## config.mk

```make
export PLATFORM = sky130hd
export DESIGN_NAME = pdck_ctrl
export DESIGN_NICKNAME = d
export VERILOG_FILES = /design/src/design/pdck_pkg.sv /design/src/design/pdck_ctrl.sv
export SDC_FILE = /design/constraint.sdc
export NUM_CORES = 1
export LEC_CHECK = 0
export ABC_CLOCK_PERIOD_IN_PS = 1400
export BUFFER_PORTS_ARGS = -buffer_cell sky130_fd_sc_hd__buf_2
export CORE_AREA = 2 2 39 41
export CTS_BUF_LIST = sky130_fd_sc_hd__clkbuf_4 sky130_fd_sc_hd__clkbuf_8 sky130_fd_sc_hd__clkbuf_16
export CTS_CLUSTER_DIAMETER = 50
export CTS_CLUSTER_SIZE = 14
export DETAILED_ROUTE_END_ITERATION = 7
export DIE_AREA = 0 0 41 43
export HOLD_SLACK_MARGIN = 0.08
export RECOVER_POWER = 100
export SETUP_SLACK_MARGIN = 0.15
export SLEW_MARGIN = 20
export SYNTH_ARGS = -nofsm -noshare
export SYNTH_HDL_FRONTEND = slang
export SYNTH_SLANG_ARGS = --single-unit
```

## constraint.sdc

```tcl
create_clock -name aclk -period 1.4 [get_ports aclk]
set_input_delay 0.07 -clock aclk [delete_from_list [all_inputs] [get_ports aclk]]
set_output_delay 0.07 -clock aclk [all_outputs]
set_load 0.05 [all_outputs]
```

## src/design/pdck_pkg.sv

```systemverilog
// Shared constants, types and field positions of the pairwise dominance count kernel.
`timescale 1ns / 1ps
package pdck_pkg;

    localparam int MAX_POINTS = 1024;
    localparam int MAX_DIMS   = 8;
    localparam int VALUE_BITS = 32;

    localparam int POINT_W   = $clog2(MAX_POINTS);
    localparam int DIM_W     = $clog2(MAX_DIMS);
    localparam int COUNT_W   = POINT_W + 1;
    localparam int DCNT_W    = DIM_W + 1;
    localparam int FRAC_BITS = 16;
    localparam int FRAC_W    = FRAC_BITS + 1;
    localparam int DIV_STEPS = COUNT_W + FRAC_BITS;
    localparam int DIV_CTR_W = $clog2(DIV_STEPS + 1);

    // Request tdata layout, lowest bits first.
    localparam int LD_PT_LSB  = 0;
    localparam int LD_DIM_LSB = LD_PT_LSB + POINT_W;
    localparam int VAL_LSB    = LD_DIM_LSB + DIM_W;
    localparam int ROW_LSB    = VAL_LSB + VALUE_BITS;
    localparam int COL_LSB    = ROW_LSB + POINT_W;
    localparam int S_FIELDS_W = COL_LSB + POINT_W;
    localparam int S_TDATA_W  = ((S_FIELDS_W + 7) / 8) * 8;

    // Result tdata layout, lowest bits first.
    localparam int M_FIELDS_W = COUNT_W + FRAC_W;
    localparam int M_TDATA_W  = ((M_FIELDS_W + 7) / 8) * 8;

    localparam int CFG_IDX_W  = 2;
    localparam int CFG_DATA_W = COUNT_W;

    localparam logic [CFG_IDX_W-1:0] CFG_POINT_COUNT = 2'd0;
    localparam logic [CFG_IDX_W-1:0] CFG_DIM_COUNT   = 2'd1;

    localparam logic OP_LOAD  = 1'b0;
    localparam logic OP_QUERY = 1'b1;

    typedef logic [MAX_DIMS-1:0][VALUE_BITS-1:0] pdck_row_t;

    typedef struct packed {
        logic load_we;
        logic query_start;
        logic rd_row;
        logic take_row;
        logic take_col;
        logic scan_step;
        logic div_start;
        logic div_step;
        logic out_load;
    } pdck_cmd_t;

    typedef struct packed {
        logic bad;
        logic scan_done;
        logic div_done;
        logic out_free;
    } pdck_status_t;

endpackage

```

## src/design/pdck_ctrl.sv

```systemverilog
// Controller state machine that sequences loads, queries, the scan and the division.
`timescale 1ns / 1ps
module pdck_ctrl (
    input  logic                  aclk,
    input  logic                  aresetn,
    input  logic                  s_tvalid,
    output logic                  s_tready,
    input  logic                  s_tuser,
    input  pdck_pkg::pdck_status_t status,
    output pdck_pkg::pdck_cmd_t    cmd
);
    import pdck_pkg::*;

    localparam logic [2:0] ST_IDLE   = 3'd0;
    localparam logic [2:0] ST_CHECK  = 3'd1;
    localparam logic [2:0] ST_ROW_I  = 3'd2;
    localparam logic [2:0] ST_ROW_J  = 3'd3;
    localparam logic [2:0] ST_SCAN   = 3'd4;
    localparam logic [2:0] ST_DIVIDE = 3'd5;
    localparam logic [2:0] ST_RESULT = 3'd6;

    logic [2:0] state_reg;
    logic [2:0] state_next;
    logic       accept;

    assign s_tready = (state_reg == ST_IDLE);
    assign accept   = s_tvalid && s_tready;

    always_comb begin
        state_next = state_reg;
        cmd        = '0;
        case (state_reg)
            ST_IDLE: begin
                if (accept && s_tuser == OP_LOAD) begin
                    cmd.load_we = 1'b1;
                end else if (accept && s_tuser == OP_QUERY) begin
                    cmd.query_start = 1'b1;
                    state_next      = ST_CHECK;
                end
            end
            ST_CHECK: begin
                if (status.bad) begin
                    state_next = ST_RESULT;
                end else begin
                    cmd.rd_row = 1'b1;
                    state_next = ST_ROW_I;
                end
            end
            ST_ROW_I: begin
                cmd.take_row = 1'b1;
                state_next   = ST_ROW_J;
            end
            ST_ROW_J: begin
                cmd.take_col = 1'b1;
                state_next   = ST_SCAN;
            end
            ST_SCAN: begin
                cmd.scan_step = 1'b1;
                if (status.scan_done) begin
                    cmd.div_start = 1'b1;
                    state_next    = ST_DIVIDE;
                end
            end
            ST_DIVIDE: begin
                if (status.div_done) begin
                    state_next = ST_RESULT;
                end else begin
                    cmd.div_step = 1'b1;
                end
            end
            ST_RESULT: begin
                if (status.out_free) begin
                    cmd.out_load = 1'b1;
                    state_next   = ST_IDLE;
                end
            end
            default: begin
                state_next = ST_IDLE;
            end
        endcase
    end

    always_ff @(posedge aclk) begin
        if (!aresetn) begin
            state_reg <= ST_IDLE;
        end else begin
            state_reg <= state_next;
        end
    end

    // A result is only written into the output register when it has room.
    a_out_load_room: assert property (@(posedge aclk) disable iff (!aresetn)
        cmd.out_load |-> status.out_free)
        else $error("result loaded while output register is occupied");

    // A query never starts the scan when one of its indexes is out of range.
    a_bad_skips_scan: assert property (@(posedge aclk) disable iff (!aresetn)
        (state_reg == ST_CHECK && status.bad) |=> state_reg == ST_RESULT)
        else $error("bad-index query did not go straight to the result");

    // The divider is only started as the scan finishes.
    a_div_after_scan: assert property (@(posedge aclk) disable iff (!aresetn)
        cmd.div_start |-> (state_reg == ST_SCAN && status.scan_done))
        else $error("division started before the scan completed");

endmodule

```

==> out/qor.txt <==
status - completed
Synth cell types - 18
I/O Pins - 18
first-pass GRT wire length - 1000 µm
RR Endpoint - state_reg[2]
CP max FO - 6
Cell Area, Synth - 236.5 µm²
crit end category - primary output
antenna violations before repair - 0
CTS tree - built
Clk pwr share - 27.0%
syn_nets - 40
WP buf/inv - 2
DR vias/cell - 4.437
vias in the first global route - 256
HP Class - input pin to flop
Max VDD drop - 0.0004146 V
crit-path cells - clkbuf_1 > and4b_1 > buf_4
unrepaired setup endpoints after global routing - yes
Initial DRC Count - 1
Gate power share - 50.2%
per-cell routed wire length - 9.789 µm
Max stage delay on crit path - 0.38 ns
Non-Filler Instances - 71
Worst Hold Depth - 4
CTS H-tree depth - 1
Buffers on Ports - 17
switching pwr - 271.6 µW
Reg2Reg Depth - 4
max FFs per register - 3
Min-Delay Endpoint - state_reg[1]
nets - 64
CTS Buffer Depth - 2
fmax - 776.7 MHz
Period Utilization, post-route - 91.96%
Area growth syn-to-layout - 101.6%
n_diodes - 0
synthesized netlist cell count - 32
Slowest cell on crit path - dfxtp_4
Final Hold Fails - 0
grt ovf - 0
Die Area - 1763 µm²
initial core utilization - 17.09%
latest clock arrival within the worst-skew pair - 0.23 ns
EDFF count, synth - 0
Synth Area per Inst - 7.390 µm²
Slew Limit Fails - 0
Reg2Reg Setup Slack - 0.34 ns
RR Startpoint - state_reg[2]
DR pass1 iterations - 2
Die H - 43 µm
final setup margin - 0.1125 ns
count of max-cap constraint violations - 0
Seq cells post-synth - 3
sequential fraction of design power - 22.8%
clk root buf - clkbuf_4
Main synth FF type - dfxtp_1
min cycle time layout - 1.288 ns
switch share - 43.41%
ranking of synthesized cells by area - dfxtp_1, nor3b_1, a21oi_1, buf_2, nor2_1
area share of the largest cell type after synthesis - 25.40%
CP startpoint - state_reg[2]
hold path start - status[0]
Leak - 0.2223 nW
GP Congestion - 0.6876
Power per Cell Area - 1312 nW/µm²
cell row count - 14
Place WS - 0.1383 ns
CTS Buf Count - 3
cell taking the most area after synthesis - dfxtp_1
Data arrival, critical path - 1.22 ns
gr usage total - 8.534%
DR vias - 315
CP top delay family - buffers and inverters
internal power - 354.0 µW
crit path kind - flop to primary output
final WL - 695 µm
sequential area share after synthesis - 25.40%
pin count of the biggest net entering global routing - 15
CORE AREA - 1384 µm²
post-route ant nets - 0
Total Power - 625.6 µW
Setup crit start kind - flop
Synth top cells by count - nor2_1, a21oi_1, buf_2, dfxtp_1, nor3b_1
Clock Skew - 0.002805 ns
warnings from Yosys - 0
DP Cell Count - 63
layout cell share with drive strength beyond 1 - 65.45%
count leader, synth - nor2_1
Slew @ Worst Pin - 0.2802 ns
Req. time, crit path - 1.33 ns
DRC - 0
Worst-path clk slew - 0.03 ns
Detailed Place HPWL - 485.5 µm
Die Width - 41 µm
Clock Sinks - 3
final setup vio count - 0
asr flop ratio synth - 0%
slew margin rel. - 81.40%
-- kinds of logic after synthesis --
family	count (synthesis)	synth area share, %
buf+inv	3	6.347
simple gates	19	48.68
compound gates	7	19.58
flops	3	25.40
-- tightest hold or removal path, delay by kind of cell --
kind / cells / cell delay, ns
buffers and inverters: 1 / 0.10
and+or+nand+nor: 1 / 0.06
AOI/OAI and AO/OA: 2 / 0.12
-- cell usage in the layout, fill, tap and decap left out, types with 2 or more instances in the layout --
cell type and instances:
buf_2 7, nor2_1 2, a21oi_1 3, clkbuf_4 5, clkbuf_2 5, nand2_1 2, dfxtp_4 3, nor2_2 2
buf_4 5
-- cell type report --
cell class / instances / area [µm²]
clock buffer: 4 / 30.03
fill: 152 / 907.1
multi-input combinational: 26 / 210.2
sequential: 3 / 71.32
tap: 16 / 20.02
timing repair buffer: 22 / 145.1
-- routing by layer --
| layer | track usage (%) | routed length, µm |
|---|---|---|
| met4 | 6.000 | 0 |
| met3 | 3.141 | 67 |
| met5 | 0 | 0 |
| met1 | 11.58 | 306 |
| met2 | 10.63 | 321 |
-- worst max path at each step --
stage / end / slack (ns) / depth (start not counted)
4_1_cts: cmd[2] / 0.13 / 4
2_1_floorplan: cmd[6] / -0.20 / 2
3_3_place_gp: cmd[7] / 0.16 / 4
3_5_place_dp: cmd[2] / 0.14 / 4
5_1_grt: cmd[7] / 0.05 / 4
6_report: cmd[0] / 0.11 / 3
-- stage by stage --
stage	hold WS, ns	TNS, ns	utilization (%)	cell area, µm²
floorplan	0.1877	-0.5912	-	275.3
global placement	0.3273	0	26.76	370.4
detailed placement	0.3270	0	26.76	370.4
CTS	0.1601	0	34.63	479.2
global route	0.1767	0	34.45	476.7
finish	0.1661	0	34.45	476.7
-- power by group through the flow --
stage | logic [mW] | registers, mW | clock network [mW]
global placement | 0.261 | 0.142 | 0
CTS | 0.310 | 0.147 | 0.178
finish | 0.314 | 0.142 | 0.169
floorplan | 0.245 | 0.109 | 0
detailed placement | 0.263 | 0.143 | 0
global route | 0.338 | 0.148 | 0.185
-- timing repair --
item	4_1_cts	5_1_grt
setup endpoints to repair	10	9
hold buffers	1	0
resized for setup	20	5
setup buffers	2	1
hold endpoints to repair	1	0
gates cloned	0	0
pin swaps	2	1
No activity file was read; power rests on OpenSTA's default activity.
